`config.mk`:
```
export PLATFORM = sky130hd
export DESIGN_NAME = msb_first_bit_writer_with_start_codes
export DESIGN_NICKNAME = d
export VERILOG_FILES = /design/src/hdl/msbw_pkg.sv /design/src/hdl/msb_first_bit_writer_with_start_codes.sv /design/src/hdl/msbw_front.sv /design/src/hdl/msbw_queue.sv /design/src/hdl/msbw_back.sv
export SDC_FILE = /design/constraint.sdc
export NUM_CORES = 1
export LEC_CHECK = 0
export ABC_AREA = 1
export BUFFER_PORTS_ARGS = -buffer_cell sky130_fd_sc_hd__clkbuf_2
export CORE_AREA = 10 10 237 183
export CTS_CLUSTER_DIAMETER = 60
export CTS_CLUSTER_SIZE = 8
export DETAILED_ROUTE_END_ITERATION = 7
export DIE_AREA = 0 0 247 193
export GPL_ROUTABILITY_DRIVEN = 0
export GPL_TIMING_DRIVEN = 0
export PLACE_DENSITY = 0.56
export REMOVE_ABC_BUFFERS = 1
export SETUP_SLACK_MARGIN = 0.15
export SLEW_MARGIN = 15
export SYNTH_ARGS = -nofsm -noshare
export SYNTH_HDL_FRONTEND = slang
export SYNTH_HIERARCHICAL = 1
export SYNTH_SLANG_ARGS = --single-unit
```
`constraint.sdc`:
```
create_clock -name aclk -period 7.9 [get_ports aclk]
set_input_delay 2.37 -clock aclk [delete_from_list [all_inputs] [get_ports aclk]]
set_output_delay 2.37 -clock aclk [all_outputs]
set_load 0.1 [all_outputs]
```
`src/hdl/msbw_pkg.sv`:
```
package msbw_pkg;

    localparam int MAX_FIELD_BITS = 30;
    localparam int MAX_RUN_BYTES  = 5;
    localparam int QUEUE_DEPTH    = 2;
    localparam int WORD_W         = 40;

    typedef enum logic [1:0] {
        REQ_WRITE = 2'd0,
        REQ_ALIGN = 2'd1,
        REQ_START = 2'd2
    } req_type_t;

    typedef struct packed {
        logic [MAX_RUN_BYTES-1:0][7:0] run_bytes;
        logic [2:0]                    count;
        logic                          rejected;
        logic [3:0]                    stuff;
        logic [31:0]                   total;
    } run_desc_t;

    typedef struct packed {
        logic push;
        logic pop;
    } queue_ctrl_t;

endpackage

```
`src/hdl/msb_first_bit_writer_with_start_codes.sv`:
```
// Channel   Dir  Handshake          Payload
// s_        in   s_valid/s_ready    req_type, field_value, field_length, start_code_byte
// m_        out  m_valid/m_ready    out_byte, byte_valid, last_of_run, rejected,
//                                   stuff_length, total_bits
//
// A request is accepted and packed into a run of 0 to 5 bytes.
// Each run yields 1 to 5 results, one per cycle while m_ready is high, from a two-entry run queue.
// Sustained rate is set by the byte drain: one result per cycle while m_ready is high.
// aresetn (synchronous) clears the bit position, partial byte, count and queue.
// s_ready drops only while the run queue is full; a stall on m_ holds the byte.
module msb_first_bit_writer_with_start_codes (
    input  logic        aclk,
    input  logic        aresetn,
    input  logic        s_valid,
    output logic        s_ready,
    input  logic [1:0]  s_req_type,
    input  logic [29:0] s_field_value,
    input  logic [4:0]  s_field_length,
    input  logic [7:0]  s_start_code_byte,
    output logic        m_valid,
    input  logic        m_ready,
    output logic [7:0]  m_out_byte,
    output logic        m_byte_valid,
    output logic        m_last_of_run,
    output logic        m_rejected,
    output logic [3:0]  m_stuff_length,
    output logic [31:0] m_total_bits
);
    import msbw_pkg::*;

    run_desc_t   wr_desc;
    run_desc_t   head;
    queue_ctrl_t ctrl;
    logic        q_full;
    logic        q_empty;
    logic        q_push;
    logic        q_pop;

    assign ctrl.push = q_push;
    assign ctrl.pop  = q_pop;

    msbw_front u_front (
        .aclk              (aclk),
        .aresetn           (aresetn),
        .s_valid           (s_valid),
        .s_ready           (s_ready),
        .s_req_type        (s_req_type),
        .s_field_value     (s_field_value),
        .s_field_length    (s_field_length),
        .s_start_code_byte (s_start_code_byte),
        .q_full            (q_full),
        .q_push            (q_push),
        .q_desc            (wr_desc)
    );

    msbw_queue u_queue (
        .aclk    (aclk),
        .aresetn (aresetn),
        .ctrl    (ctrl),
        .wr_desc (wr_desc),
        .rd_desc (head),
        .full    (q_full),
        .empty   (q_empty)
    );

    msbw_back u_back (
        .aclk           (aclk),
        .aresetn        (aresetn),
        .head           (head),
        .q_empty        (q_empty),
        .q_pop          (q_pop),
        .m_valid        (m_valid),
        .m_ready        (m_ready),
        .m_out_byte     (m_out_byte),
        .m_byte_valid   (m_byte_valid),
        .m_last_of_run  (m_last_of_run),
        .m_rejected     (m_rejected),
        .m_stuff_length (m_stuff_length),
        .m_total_bits   (m_total_bits)
    );

endmodule

```
`src/hdl/msbw_front.sv`:
```
module msbw_front (
    input  logic                aclk,
    input  logic                aresetn,
    input  logic                s_valid,
    output logic                s_ready,
    input  logic [1:0]          s_req_type,
    input  logic [29:0]         s_field_value,
    input  logic [4:0]          s_field_length,
    input  logic [7:0]          s_start_code_byte,
    input  logic                q_full,
    output logic                q_push,
    output msbw_pkg::run_desc_t q_desc
);
    import msbw_pkg::*;

    logic [7:0]  partial_reg, partial_next;
    logic [2:0]  offset_reg, offset_next;
    logic [31:0] total_reg, total_next;

    logic [5:0]                    sum;
    logic [5:0]                    shamt;
    logic [29:0]                   masked;
    logic [WORD_W-1:0]             word;
    logic [MAX_RUN_BYTES-1:0][7:0] wbytes;
    logic [3:0]                    pad;
    run_desc_t                     desc;

    assign s_ready = !q_full;
    assign q_push  = s_valid && s_ready;
    assign q_desc  = desc;

    always_comb begin
        sum    = {3'd0, offset_reg} + {1'b0, s_field_length};
        shamt  = 6'(WORD_W) - sum;
        masked = s_field_value & ~({30{1'b1}} << s_field_length);
        word   = {partial_reg, 32'd0} | ({10'd0, masked} << shamt);
        for (int k = 0; k < MAX_RUN_BYTES; k++) begin
            wbytes[k] = word[WORD_W-1-8*k -: 8];
        end
        pad = (offset_reg != 3'd0) ? (4'd8 - {1'b0, offset_reg}) : 4'd0;

        partial_next   = partial_reg;
        offset_next    = offset_reg;
        total_next     = total_reg;
        desc.run_bytes = '0;
        desc.count     = 3'd0;
        desc.rejected  = 1'b0;
        desc.stuff     = 4'd0;

        case (s_req_type)
            REQ_WRITE: begin
                if (s_field_length > 5'(MAX_FIELD_BITS)) begin
                    desc.rejected = 1'b1;
                end else begin
                    desc.run_bytes = wbytes;
                    desc.count     = sum[5:3];
                    partial_next   = wbytes[sum[5:3]];
                    offset_next    = sum[2:0];
                    total_next     = total_reg + {27'd0, s_field_length};
                end
            end
            REQ_ALIGN: begin
                desc.run_bytes[0] = partial_reg | (8'h80 >> offset_reg);
                desc.count        = 3'd1;
                desc.stuff        = 4'd8 - {1'b0, offset_reg};
                partial_next      = 8'd0;
                offset_next       = 3'd0;
                total_next        = total_reg + {28'd0, desc.stuff};
            end
            REQ_START: begin
                if (offset_reg != 3'd0) begin
                    desc.run_bytes = {s_start_code_byte, 8'h01, 8'h00, 8'h00, partial_reg};
                    desc.count     = 3'd5;
                end else begin
                    desc.run_bytes = {8'h00, s_start_code_byte, 8'h01, 8'h00, 8'h00};
                    desc.count     = 3'd4;
                end
                partial_next = 8'd0;
                offset_next  = 3'd0;
                total_next   = total_reg + {28'd0, pad} + 32'd32;
            end
            default: begin
            end
        endcase
        desc.total = total_next;
    end

    always_ff @(posedge aclk) begin
        if (!aresetn) begin
            partial_reg <= 8'd0;
            offset_reg  <= 3'd0;
            total_reg   <= 32'd0;
        end else if (q_push) begin
            partial_reg <= partial_next;
            offset_reg  <= offset_next;
            total_reg   <= total_next;
        end
    end

endmodule

```
`src/hdl/msbw_queue.sv`:
```
module msbw_queue (
    input  logic                  aclk,
    input  logic                  aresetn,
    input  msbw_pkg::queue_ctrl_t ctrl,
    input  msbw_pkg::run_desc_t   wr_desc,
    output msbw_pkg::run_desc_t   rd_desc,
    output logic                  full,
    output logic                  empty
);
    import msbw_pkg::*;

    localparam int PTR_W = $clog2(QUEUE_DEPTH);

    run_desc_t mem [QUEUE_DEPTH];

    logic [PTR_W-1:0] wr_ptr_reg, wr_ptr_next;
    logic [PTR_W-1:0] rd_ptr_reg, rd_ptr_next;
    logic [PTR_W:0]   count_reg, count_next;

    assign full    = (count_reg == (PTR_W+1)'(QUEUE_DEPTH));
    assign empty   = (count_reg == '0);
    assign rd_desc = mem[rd_ptr_reg];

    always_comb begin
        wr_ptr_next = wr_ptr_reg;
        rd_ptr_next = rd_ptr_reg;
        count_next  = count_reg;
        if (ctrl.push) begin
            wr_ptr_next = (wr_ptr_reg == PTR_W'(QUEUE_DEPTH-1)) ? '0 : wr_ptr_reg + 1'b1;
        end
        if (ctrl.pop) begin
            rd_ptr_next = (rd_ptr_reg == PTR_W'(QUEUE_DEPTH-1)) ? '0 : rd_ptr_reg + 1'b1;
        end
        if (ctrl.push && !ctrl.pop) begin
            count_next = count_reg + 1'b1;
        end else if (!ctrl.push && ctrl.pop) begin
            count_next = count_reg - 1'b1;
        end
    end

    always_ff @(posedge aclk) begin
        if (ctrl.push) begin
            mem[wr_ptr_reg] <= wr_desc;
        end
    end

    always_ff @(posedge aclk) begin
        if (!aresetn) begin
            wr_ptr_reg <= '0;
            rd_ptr_reg <= '0;
            count_reg  <= '0;
        end else begin
            wr_ptr_reg <= wr_ptr_next;
            rd_ptr_reg <= rd_ptr_next;
            count_reg  <= count_next;
        end
    end

`ifndef SYNTHESIS
    a_no_push_full: assert property (@(posedge aclk) disable iff (!aresetn)
        ctrl.push |-> !full) else $error("push into full queue");
    a_no_pop_empty: assert property (@(posedge aclk) disable iff (!aresetn)
        ctrl.pop |-> !empty) else $error("pop from empty queue");
    a_count_range: assert property (@(posedge aclk) disable iff (!aresetn)
        count_reg <= (PTR_W+1)'(QUEUE_DEPTH)) else $error("queue count out of range");
`endif

endmodule

```
`src/hdl/msbw_back.sv`:
```
module msbw_back (
    input  logic                aclk,
    input  logic                aresetn,
    input  msbw_pkg::run_desc_t head,
    input  logic                q_empty,
    output logic                q_pop,
    output logic                m_valid,
    input  logic                m_ready,
    output logic [7:0]          m_out_byte,
    output logic                m_byte_valid,
    output logic                m_last_of_run,
    output logic                m_rejected,
    output logic [3:0]          m_stuff_length,
    output logic [31:0]         m_total_bits
);
    import msbw_pkg::*;

    logic [2:0] idx_reg, idx_next;
    logic [2:0] last_idx;

    assign last_idx       = (head.count == 3'd0) ? 3'd0 : head.count - 3'd1;
    assign m_valid        = !q_empty;
    assign m_byte_valid   = (head.count != 3'd0);
    assign m_out_byte     = m_byte_valid ? head.run_bytes[idx_reg] : 8'd0;
    assign m_last_of_run  = (idx_reg == last_idx);
    assign m_rejected     = head.rejected;
    assign m_stuff_length = head.stuff;
    assign m_total_bits   = head.total;
    assign q_pop          = m_valid && m_ready && m_last_of_run;

    always_comb begin
        idx_next = idx_reg;
        if (m_valid && m_ready) begin
            idx_next = m_last_of_run ? 3'd0 : idx_reg + 3'd1;
        end
    end

    always_ff @(posedge aclk) begin
        if (!aresetn) begin
            idx_reg <= 3'd0;
        end else begin
            idx_reg <= idx_next;
        end
    end

`ifndef SYNTHESIS
    a_empty_is_last: assert property (@(posedge aclk) disable iff (!aresetn)
        (m_valid && !m_byte_valid) |-> m_last_of_run) else $error("empty run not last");
    a_rejected_empty: assert property (@(posedge aclk) disable iff (!aresetn)
        (m_valid && m_rejected) |-> !m_byte_valid) else $error("rejected item with byte");
    a_run_continues: assert property (@(posedge aclk) disable iff (!aresetn)
        (m_valid && m_ready && !m_last_of_run) |=> m_valid) else $error("run cut short");
    a_idx_in_run: assert property (@(posedge aclk) disable iff (!aresetn)
        m_valid |-> idx_reg <= last_idx) else $error("byte index past run");
`endif

endmodule

```
-- Yosys cells after proc, flatten, opt, wreduce, memory -nomap -nowiden
Memories as Yosys holds them, arrays and structs flattened. A register that Yosys moved wholly into a read port is not among the register bits.
Index checks and enable logic that the tools add are counted.
- $add $sub $neg: 13
- multipliers: 0
- divide/modulo/power cells: 0
- $lt $le $gt $ge: 3
- equality and inequality tests: 5
- shifts and indexed selects: 3
- muxes and demuxes: 29
- bitwise operators: 4
- reductions and logical operators: 18
- operators by type and width (cell ; number):
    $pmux W32 S3 ; 1
    $mux W43 ; 2
    $add A32 B4 Y32 ; 2
    $pmux W32 S2 ; 1
    $bmux W8 S3 ; 2
    $or A40 B40 Y40 ; 1
    $shl A30 B6 Y40 ; 1
    $pmux W11 S3 ; 1
    $add A32 B5 Y32 ; 1
    $add A32 B6 Y32 const B ; 1
    $mux W32 ; 1
    $mux W8 ; 4
    $and A30 B30 Y30 ; 1
    $not A30 Y30 ; 1
    $shl A30 B5 Y30 const A ; 1
    $pmux W8 S2 ; 1
    $mux W3 ; 3
    $lt A3 B4 Y1 const B ; 2
    $mux W1 ; 8
    $mux W4 ; 2
    $or A8 B8 Y8 ; 1
    $shr A8 B3 Y8 const A ; 1
    $add A3 B5 Y6 ; 1
    $pmux W3 S2 ; 1
    other kinds (21) ; 34
- flip-flop bits (word level): 50
- latch bits: 0
- bits in writable memories: 160
- bits in read-only memories: 0
- input port bits: 49
- output and inout port bits: 49
- logic and storage cells: 83
- memories kept: 1
- memory list (memory ; words ; width ; rd ports ; clocked after memory_dff ; write ports ; RTL line ; RTL):
    u_queue.mem ; 2 ; 80 ; 1 ; 1 ; 1 ; msbw_queue.sv:14 ; run_desc_t mem [QUEUE_DEPTH];

-- Longest topological paths before layout
Gate-level depths: netlist of run 1.
- depth in word-level cells: 9
- gate-level depth with buffers: 25
- depth with buffers taken out: 25

-- By module
The synthesis of run 1 kept the hierarchy.
- by module, submodules not included (module ; times used ; cells an instance ; area an instance (µm²) ; sequential area each (µm²)):
    msbw_front ; 1 ; 1537 ; 7982.7 ; 860.8
    msbw_queue ; 1 ; 284 ; 6404.9 ; 4904.7
    msbw_back ; 1 ; 157 ; 920.9 ; 60.1

-- Worst setup path before layout of run 1
OpenSTA, ideal clock, no wires.
- path type: input to register
- from: input s_valid
- to: memory u_queue/mem[0][0] (netlist name), enable pin
- setup time: 0.519 ns
- arrival time: 6.387 ns
- data required time: 7.381 ns
- setup slack: 0.994 ns
- stages on the path: 5
- path buffers: 1
- path through: nand2_1 > clkinv_1 > clkbuf_1 > inv_1 > nor2_1
- cells in the longest elaborated chain, start to end: 3
- ends and longest elaborated chain (item ; RTL line ; RTL):
    from (decl) ; msb_first_bit_writer_with_start_codes.sv:14 ; input logic s_valid,
    $logic_and A1 B1 Y1 ; msbw_front.sv:29 ; assign q_push = s_valid && s_ready;
    net q_push ; msb_first_bit_writer_with_start_codes.sv:36 ; logic q_push;
    $mux W1 ; msbw_queue.sv:42 ; if (ctrl.push) begin
    $mux W1 (not written as such) ; msbw_queue.sv:43 ; mem[wr_ptr_reg] <= wr_desc;
    to (decl) ; msbw_queue.sv:14 ;
The timed path passes the listed nets, and every way through them passes these cells.

==> results of run 1 <==
tightest hold or removal path, cell delays in order, from the launching register on:
cell and delay [ps]:
dfxtp_1 300, nand2_1 60, a21oi_1 60
layer usage:
layer | routed length [um] | part of all wire [%]
met2 | 18480 | 39
met5 | 10 | 0.021
met3 | 4500 | 9.5
met1 | 23370 | 49
met4 | 970 | 2.0
kinds of logic (layout without fill, tap and decap cells):
group,after synthesis,after routing
muxes,81,81
xor gates and xnor gates,6,6
and+or+nand+nor,1001,1001
DFF,211,211
AOI/OAI and AO/OA,314,314
buffers and inverters,330,360
adders and majority gates,35,35
Yosys cell counts (12+ instances only):
cell and n:
dfxtp_1 51, o21ai_1 12, nor3_1 15, a21oi_1 116
clkbuf_1 46, nor2_1 172, nand2_1 420, o21ai_0 128
ha_1 31, buf_2 20, mux2_4 80, inv_1 189
nand4_1 23, edfxtp_1 160, nand3_1 340, buf_4 41
final timing paths:
path         cells after the start              startpoint  slack (ps)                      to
max                             12       s_field_length[0]         990      u_queue/mem[1][47]
min                              2  u_front/partial_reg[2]         470  u_front/partial_reg[2]
max reg2reg                     11   u_front/offset_reg[0]        2630      u_queue/mem[1][47]
min reg2reg                      2  u_front/partial_reg[2]         470  u_front/partial_reg[2]
layout make-up:
type,instances,area [sq um]
fillers,3891,22100
well taps,520,650.6
flip-flops and latches,211,5829
clock inverters,5,57.56
clock buffers,50,942.2
inverters,202,768.2
multi-input cells,1437,7888
repair buffers,103,628.1
metrics by stage:
stage	utilization (%)	hold WS [ps]	setup WS, ps	cell area [sq um]
2_1_floorplan	-	445.3	73.04	14460
3_3_place_gp	40.13	454.5	-2336	15600
3_5_place_dp	40.55	458.0	-273.0	15760
4_1_cts	43.12	465.6	237.2	16760
5_1_grt	43.14	502.2	563.5	16760
6_report	43.14	467.6	993.0	16760
power breakdown:
group          switching, mW  internal (mW)  total [mW]
sequential            0.0948           1.36        1.45
clock                  0.505          0.823        1.33
combinational           1.28          0.455        1.73
total                   1.88           2.64        4.52
repair_timing:
action	in CTS	in global routing
buffers inserted	0	0
resized for setup	0	2
endpoints found under the setup margin	0	68
==> key figures, run 1 <==
Timing
  – Final Skew: 9.294 ps
  – Slew headroom: 15.32%
  – Max Freq: 0.1448 GHz
  – Tcrit/Tclk final: 87.43%
  – RSZ-0062 raised after global routing: false
  – Measured slew at the worst slew-check pin: 1270 ps
  – Fin crit period: 6907 ps
  – Final Hold Vio Count: 0
  – Setup TNS: 0 ps
  – Pins Over Slew Limit: 0
  – Endpoints failing setup: 0

Worst setup path
  – CP max FO: 33
  – Worst setup SP type: primary input
  – Crit path cell chain: clkbuf_2 > ha_2 > inv_1 > ha_2 > inv_1 > nand3_1 > nand3_1 > a21oi_1 > nand2_1 > nand2_1 > a21oi_1 > o21ai_0
  – CP Class: primary input to register
  – Top delay family on crit path: adder cells
  – Crit-path slowest cell: ha_2
  – CP endpoint kind: register
  – Critical Path AT: 7150 ps
  – CP max stage delay: 930 ps
  – Required time of the worst setup path: 8150 ps
  – WP buf/inv: 3

Synthesis
  – Seq cells post-synth: 211
  – Compound-Gate Fraction of Synth Area: 11.37%
  – Area of the mapped netlist: 15,310 sq um
  – Largest cells by area after synthesis: edfxtp_1 (31%), nand3_1 (11%), nand2_1 (10%)
  – Synth Area in Simple Gates: 28.73%
  – Post-synth top area share: 31.39%
  – Post-synth top area cell: edfxtp_1
  – Sequential share of the synthesized area: 38.05%
  – Post-synth EDFFs: 160
  – Synth warn: 6
  – Synth Area in Adders: 3.057%
  – Synth Instances: 1,978
  – Average size of a mapped cell: 7.739 sq um
  – Fraction of registers with async set/reset: 0%
  – Post-synth cell types: 55
  – Largest family of logic cells by synthesized area: simple AND/OR/NAND/NOR gates
  – Multiplexer share of the synthesized area: 7.912%
  – Synth Area in XOR/XNOR: 0.3433%
  – Synth Flop Type: edfxtp_1

Run
  – Max-Cap Viols: 0

Global route
  – Largest net degree at the start of global routing: 48
  – Grt ovf: 0
  – Vias in the first global route: 13.04k
  – Total track usage: 19.58%
  – GRT met1 Usage: 30.46%
  – Met3 GRT Util: 3.855%
  – GR Util met2: 26.56%
  – First-pass GRT wire length: 73,860 um
  – GRT Max-Usage Layer: met1
  – Initial antenna violation count: 1

Placement
  – # port buffers: 97
  – DP Cell Count: 2,473
  – Dpl hpwl: 34,640 um

Clocking
  – Clock transition at path regs: 50 ps
  – Skew-Pair Late Insertion Delay: 510 ps
  – Max clock buf depth: 3
  – Num CTS Buffers: 34
  – Hold-fix buffers, CTS: 0
  – CTS tree: yes
  – Root Buffer: clkbuf_16
  – # clock sinks: 211
  – H-tree levels: 2

Layout
  – Max reg flops: 160
  – Share of layout cells above drive strength 1: 13.70%
  – Diode count: 0
  – Final Non-Filler Cells: 2,528
  – Leading cell type in the layout, fill and taps excluded: nand2_1
  – Most frequent cells in the layout: nand2_1 (420), nand3_1 (340), inv_1 (188)
  – Synth-to-Final Area Change: 9.506%
  – Nets: 2,073

Power
  – Worst VDD drop: 0.1285 mV
  – Leak pwr: 6.986 nW
  – Power Total: 4.516 mW
  – Power Density: 269.4 nW/um^2

Route
  – Total routed wirelength: 47,330 um
  – Drt wl/cell: 18.72 um
  – DR vias: 14.04k
  – Post-route ant nets: 0
  – First-pass detailed-route iteration total: 6
  – Drt drc: 0
  – Via-to-Cell Ratio: 5.555
  – Initial DRC count: 1,933

Floorplan
  – Die W: 247 um
  – Die ar.: 47,670 sq um
  – Starting Density: 39.39%
  – Core area: 38,860 sq um
  – Die height: 193 um
  – # rows: 63
  – # IOs: 98

Outcome
  – Outcome: finished clean

Min path
  – Hold WC Path Type: register to register
Note: power is estimated with default switching activity, not from simulation.
==> inputs of run 2 (changes only) <==
ABC_AREA = default   (was 1)
CORE_AREA = 10 10 237 182   (was 10 10 237 183)
DIE_AREA = 0 0 247 192   (was 0 0 247 193)
==> run 2 against run 1 <==
  * Critical path depth grew 1
  * Global-route usage grew 0.44 points
  * First-iteration DRC count decreased by 10%
  * Synthesized cell count decreased by 18%
  * Clock skew increased by 15 ps
  * Register-to-register slack got worse by 250 ps
  * Critical endpoint is now u_queue/mem[0][42]
  * Largest cell class unchanged
==> key figures, run 2 <==
Route
  – Via-to-Cell Ratio: 6.265 (was 5.555)
  – DR vias: 13.39k (was 14.04k)
  – Initial DRC count: 1,737 (was 1,933)
  – Drt drc: 0 (unchanged)
  – Drt wl/cell: 22.73 um (was 18.72 um)
  – Post-route ant nets: 0 (unchanged)
  – First-pass detailed-route iteration total: 6 (unchanged)
  – Total routed wirelength: 48,560 um (was 47,330 um)

Timing
  – Tcrit/Tclk final: 93.89% (was 87.43%)
  – Slew headroom: 23.37% (was 15.32%)
  – RSZ-0062 raised after global routing: false (unchanged)
  – Max Freq: 0.1348 GHz (was 0.1448 GHz)
  – Pins Over Slew Limit: 0 (unchanged)
  – Worst Hold Slack: 508.2 ps (was 467.6 ps)
  – Final Skew: 24.30 ps (was 9.294 ps)
  – Fin crit period: 7418 ps (was 6907 ps)
  – Final Hold Vio Count: 0 (unchanged)
  – Final worst setup slack: 482.3 ps (was 993.0 ps)
  – Measured slew at the worst slew-check pin: 1148 ps (was 1270 ps)
  – Endpoints failing setup: 0 (unchanged)

Worst setup path
  – CP max FO: 47 (was 33)
  – CP Class: primary input to register (unchanged)
  – Crit-path slowest cell: a2111oi_2 (was ha_2)
  – CP max stage delay: 930 ps (about the same)
  – Required time of the worst setup path: 8170 ps (was 8150 ps)
  – Crit path cell chain: clkbuf_2 > ha_4 > clkinv_2 > ha_2 > buf_12 > inv_1 > nand3_1 > and2_1 > a2111oi_2 > a31oi_1 > o211ai_1 > nand2_1 > a21oi_1 (was clkbuf_2 > ha_2 > inv_1 > ha_2 > inv_1 > nand3_1 > nand3_1 > a21oi_1 > nand2_1 > nand2_1 > a21oi_1 > o21ai_0)
  – Worst setup SP type: primary input (unchanged)
  – CP endpoint kind: register (unchanged)
  – Critical Path AT: 7680 ps (was 7150 ps)

Placement
  – Dpl hpwl: 34,310 um (was 34,640 um)
  – Place WS: -801.2 ps (was -273.0 ps)
  – # port buffers: 97 (unchanged)
  – DP Cell Count: 2,076 (was 2,473)

Clocking
  – Clock transition at path regs: 50 ps (about the same)
  – H-tree levels: 2 (unchanged)
  – Num CTS Buffers: 34 (unchanged)
  – CTS tree: yes (unchanged)
  – Root Buffer: clkbuf_16 (unchanged)
  – Skew-Pair Late Insertion Delay: 530 ps (was 510 ps)
  – Max clock buf depth: 3 (unchanged)
  – # clock sinks: 211 (unchanged)

Layout
  – Leading cell type in the layout, fill and taps excluded: edfxtp_1 (was nand2_1)
  – Final Non-Filler Cells: 2,137 (was 2,528)
  – Max reg flops: 160 (unchanged)
  – Synth-to-Final Area Change: 10.34% (was 9.506%)
  – Most frequent cells in the layout: edfxtp_1 (160), nand2_1 (128), nor2_1 (126) (was nand2_1 (420), nand3_1 (340), inv_1 (188))
  – Share of layout cells above drive strength 1: 19.02% (was 13.70%)
  – Nets: 1,684 (was 2,073)
  – Diode count: 0 (unchanged)
  – Util after Layout: 43.84% (was 43.14%)
  – Fill count: 3,706 (was 3,891)

Global route
  – First-pass GRT wire length: 75,150 um (was 73,860 um)
  – Vias in the first global route: 12.49k (was 13.04k)
  – Total track usage: 20.01% (was 19.58%)
  – Largest net degree at the start of global routing: 48 (unchanged)
  – Grt ovf: 0 (unchanged)
  – Initial antenna violation count: 0 (was 1)

Min path
  – Hold WC Path Type: register to register (unchanged)

Floorplan
  – # rows: 62 (was 63)
  – Die ar.: 47,420 sq um (was 47,670 sq um)
  – Starting Density: 39.73% (was 39.39%)
  – Core area: 38,240 sq um (was 38,860 sq um)
  – # IOs: 98 (unchanged)
  – Die W: 247 um (unchanged)
  – Die height: 192 um (was 193 um)

Power
  – Leak pwr: 5.907 nW (was 6.986 nW)
  – Power Total: 5.092 mW (was 4.516 mW)
  – Power Density: 303.7 nW/um^2 (was 269.4 nW/um^2)
  – Worst VDD drop: 0.1729 mV (was 0.1285 mV)

Synthesis
  – Synth warn: 6 (unchanged)
  – Most common cell in the netlist: edfxtp_1 (was nand2_1)
  – Sequential share of the synthesized area: 38.34% (was 38.05%)
  – Post-synth cell types: 97 (was 55)
  – Synth Instances: 1,619 (was 1,978)
  – Average size of a mapped cell: 9.385 sq um (was 7.739 sq um)
  – Largest cells by area after synthesis: edfxtp_1 (32%), dfxtp_1 (6.7%), mux2_2 (6.5%) (was edfxtp_1 (31%), nand3_1 (11%), nand2_1 (10%))
  – Synth Flop Type: edfxtp_1 (unchanged)
  – Fraction of registers with async set/reset: 0% (unchanged)
  – Post-synth top area cell: edfxtp_1 (unchanged)
  – Post-synth EDFFs: 160 (unchanged)
  – Area of the mapped netlist: 15,190 sq um (was 15,310 sq um)
  – Seq cells post-synth: 211 (unchanged)
  – Post-synth top area share: 31.62% (was 31.39%)
  – Most frequent cells after synthesis: edfxtp_1 (160), nand2_1 (128), nor2_1 (127) (was nand2_1 (420), nand3_1 (340), inv_1 (189))

Outcome
  – Outcome: finished clean (unchanged)

Run
  – Max-Cap Viols: 0 (unchanged)
-- run 2: cell count changes after synthesis, sizes merged, moves of 34 or more --
cell / previous run / this run
nand3: 345 / 47
nor2: 176 / 128
a21oi: 122 / 88
o21ai: 140 / 103
nor3: 16 / 51
clkbuf: 46 / 82
inv: 198 / 48
nand2: 432 / 132
mux2i: 1 / 35
-- run 2: critical path, delay by kind of cell --
kind / cells / cell delay [ps]
adder cells (fa/ha/maj): 2 / 1330
buffers and inverters: 4 / 1530
AO/OA/AOI/OAI: 4 / 1790
AND/OR/NAND/NOR: 3 / 590
-- run 2: cell families after synthesis --
group                      after synthesis  share of synthesized area (%)
xor gates and xnor gates                22                          1.639
AOI/OAI and AO/OA                      499                          23.11
adders and majority gates               35                          3.080
buffers and inverters                  210                          6.892
muxes                                  133                          10.33
DFF                                    211                          38.34
and+or+nand+nor                        509                          16.60
-- run 2: layout make-up --
class | count | area (sq um) | area share, %
Timing Repair Buffer | 106 | 688.2 | 4.104
Inverter | 49 | 185.2 | 1.104
Multi-Input combinational cell | 1198 | 8378 | 49.97
Clock inverter | 6 | 75.07 | 0.4478
Clock buffer | 55 | 969.7 | 5.784
Sequential cell | 211 | 5829 | 34.77
Tap cell | 512 | 640.6 | 3.821
-- run 2: timing repair --
item / CTS / global route
endpoints found under the setup margin: 9 / 12
pin swaps: 0 / 0
setup buffers: 0 / 0
hold buffers: 0 / 0
resized for setup: 1 / 1
-- run 2: path summary, 6_finish.rpt --
path,start,slack (ps),end,cells after the start
worst max-delay path,s_field_length[0],480,u_queue/mem[0][42],13
worst max register to register,u_front/offset_reg[0],2380,u_queue/mem[0][42],12
worst min register to register,u_queue/count_reg[1],510,u_queue/count_reg[1],2
worst min-delay path,u_queue/count_reg[1],510,u_queue/count_reg[1],2
-- run 2: report_power, final --
part	internal [mW]	total, mW	switching (mW)	leakage, nW
sequential	1.40	1.50	0.0986	1.95
combinational	0.601	2.22	1.62	3.46
clock	0.847	1.37	0.527	0.496
-- run 2: metal layers --
layer  routed length [um]  track usage, %  vias up
met4                  735           4.050        0
met3                 4479           4.039       65
met2                19900           28.01      638
met1                23450           30.74     6533
met5                    0               0        -
li1                     -               -     6153
-- run 2: per-stage QoR --
step,setup TNS (ps),cell area (sq um)
after global routing,0,16770
after CTS,0,16740
final,0,16770
after global placement,-407370,15460
after detailed placement,-11100,15690
after floorplan,0,14330
==> inputs of run 3 (changes only) <==
CORE_AREA = 10 10 197 218   (was 10 10 237 182)
DIE_AREA = 0 0 207 228   (was 0 0 247 192)
==> run 3 against run 2 <==
  * Sequential share of layout area up 0.34 points
  * First-iteration DRC count down 31%
  * Register-to-register slack better by 430 ps
  * Final cell count down 0.47%
  * Setup slack better by 420 ps
  * Cell area down 0.96%
  * Critical endpoint is now u_queue/mem[0][47]
  * Highest routed layer is now met5
==> key figures, run 3 (synthesis results as in run 2) <==
Worst setup path
  – Worst reg-to-reg path cell count: 12 (unchanged)
  – CP Class: primary input to register (unchanged)
  – Required time of the worst setup path: 8180 ps (was 8170 ps)
  – CP max FO: 47 (unchanged)
  – Critical Path AT: 7280 ps (was 7680 ps)
  – Worst setup SP type: primary input (unchanged)
  – R2R Setup Slk: 2810 ps (was 2380 ps)
  – Worst flop-to-flop path endpoint: u_queue/mem[0][47] (was u_queue/mem[0][42])
  – R2R Path Start: u_front/offset_reg[0] (unchanged)
  – CP endpoint kind: register (unchanged)

Floorplan
  – Starting Density: 39.36% (was 39.73%)
  – Die ar.: 47,200 sq um (was 47,420 sq um)
  – # rows: 76 (was 62)
  – Die W: 207 um (was 247 um)
  – # IOs: 98 (unchanged)
  – Die height: 228 um (was 192 um)
  – Core area: 38,610 sq um (was 38,240 sq um)

Run
  – Max-Cap Viols: 0 (unchanged)

Placement
  – Dpl hpwl: 33,180 um (was 34,310 um)
  – # port buffers: 97 (unchanged)
  – DP Cell Count: 2,071 (was 2,076)
  – Place WS: -352.5 ps (was -801.2 ps)

Timing
  – Tcrit/Tclk final: 88.54% (was 93.89%)
  – Final Hold Vio Count: 0 (unchanged)
  – Fin crit period: 6995 ps (was 7418 ps)
  – Pins Over Slew Limit: 0 (unchanged)
  – Max Freq: 0.1430 GHz (was 0.1348 GHz)
  – Measured slew at the worst slew-check pin: 1209 ps (was 1148 ps)
  – Final worst setup slack: 905.1 ps (was 482.3 ps)
  – RSZ-0062 raised after global routing: false (unchanged)
  – Final Skew: 30.15 ps (was 24.30 ps)
  – Endpoints failing setup: 0 (unchanged)
  – Slew headroom: 18.41% (was 23.37%)

Power
  – Worst VDD drop: 0.2231 mV (was 0.1729 mV)
  – Leak pwr: 5.832 nW (was 5.907 nW)
  – Power Total: 4.881 mW (was 5.092 mW)
  – Power Density: 293.9 nW/um^2 (was 303.7 nW/um^2)

Layout
  – Synth-to-Final Area Change: 9.288% (was 10.34%)
  – Final Non-Filler Cells: 2,127 (was 2,137)
  – Leading cell type in the layout, fill and taps excluded: edfxtp_1 (unchanged)
  – Most frequent cells in the layout: edfxtp_1 (160), nand2_1 (128), nor2_1 (126) (unchanged)
  – Multi-input logic area: 8373 sq um (was 8378 sq um)
  – Diode count: 0 (unchanged)
  – Register area: 5829 sq um (unchanged)
  – Nets: 1,681 (was 1,684)
  – Share of layout cells above drive strength 1: 18.52% (was 19.02%)
  – Max reg flops: 160 (unchanged)
  – Util after Layout: 43.01% (was 43.84%)
  – Fill count: 3,814 (was 3,706)

Global route
  – Largest net degree at the start of global routing: 54 (was 48)
  – Vias in the first global route: 12.91k (was 12.49k)
  – Total track usage: 18.69% (was 20.01%)
  – First-pass GRT wire length: 73,240 um (was 75,150 um)
  – Initial antenna violation count: 1 (was 0)
  – Grt ovf: 0 (unchanged)

Min path
  – Worst hold start: u_queue/count_reg[1] (unchanged)
  – Min-Delay Endpoint: u_queue/count_reg[1] (unchanged)
  – Hold WC Path Type: register to register (unchanged)
  – Worst Hold Path Cells: 2 (unchanged)

Route
  – First-pass detailed-route iteration total: 6 (unchanged)
  – Total routed wirelength: 46,820 um (was 48,560 um)
  – Initial DRC count: 1,206 (was 1,737)
  – Drt wl/cell: 22.01 um (was 22.73 um)
  – Via-to-Cell Ratio: 6.230 (was 6.265)
  – Post-route ant nets: 0 (unchanged)
  – Drt drc: 0 (unchanged)
  – DR vias: 13.25k (was 13.39k)

Outcome
  – Outcome: finished clean (unchanged)

Clocking
  – Max clock buf depth: 3 (unchanged)
  – Root Buffer: clkbuf_16 (unchanged)
  – CTS tree: yes (unchanged)
  – # clock sinks: 211 (unchanged)
  – Num CTS Buffers: 31 (was 34)
  – H-tree levels: 1 (was 2)
  – Clock transition at path regs: 50 ps (about the same)
  – Skew-Pair Late Insertion Delay: 560 ps (was 530 ps)
run 3: changes by cell type in the layout (fill, tap and decap cells not counted), moves of 2 or more:
| cell | delta |
|---|---|
| clkbuf_16 | -3 |
| inv_16 | -2 |
| clkbuf_1 | +5 |
| clkbuf_8 | -3 |
run 3: routing by layer:
| layer | GRT usage, % | vias up | part of all wire [%] |
|---|---|---|---|
| met5 | 0 | - | 0.028 |
| met4 | 8.103 | 2 | 3.8 |
| met3 | 2.528 | 111 | 6.3 |
| met2 | 30.67 | 573 | 47 |
| met1 | 24.14 | 6429 | 43 |
| li1 | - | 6137 | - |
run 3: stage by stage:
stage               hold WS, ps  setup TNS [ps]  instance area [sq um]
CTS                       499.6               0                  16590
detailed placement        491.4           -4405                  15700
global placement          474.7         -386100                  15450
global route              526.7               0                  16610
finish                    503.8               0                  16610
floorplan                 456.1               0                  14330
run 3: worst max-delay path by stage:
stage | startpoint | end | slack [ps]
final | s_field_length[0] | u_queue/mem[0][47] | 910
after global routing | s_field_length[0] | u_queue/mem[0][47] | 600
after CTS | s_field_length[0] | u_queue/mem[1][47] | 240
after detailed placement | s_field_length[0] | u_queue/mem[1][47] | -350
after global placement | s_valid | u_queue/mem[0][50] | -2720
after floorplan | s_field_length[0] | u_front/partial_reg[1] | 390
run 3: cell type report:
type,count,share of cell area (%)
Clock buffer,54,5.252
Multi-Input combinational cell,1198,50.42
Inverter,49,1.130
Tap cell,507,3.820
Timing Repair Buffer,106,4.189
Clock inverter,2,0.08288
Sequential cell,211,35.10
run 3: report_power, final:
group          internal (mW)  leakage, nW  switching, mW
Combinational          0.600         3.45           1.60
Clock                  0.734        0.423          0.455
Sequential              1.40         1.95         0.0971
run 3: worst max-delay path, cell delays in order:
cell        delay (ps)
clkbuf_2           400
ha_4               740
clkinvlp_4         590
ha_2               750
buf_12             270
nand2b_1           160
o221a_2            210
a2111oi_0           70
o21ai_0            770
nor3_1              90
a211oi_1           510
nor2_1              80
o21a_1             220
run 3: timing repair:
item                                    CTS  global route
resized for setup                         0             3
hold buffers                              0             0
endpoints found under the setup margin    0            33
buffers inserted                          0             0
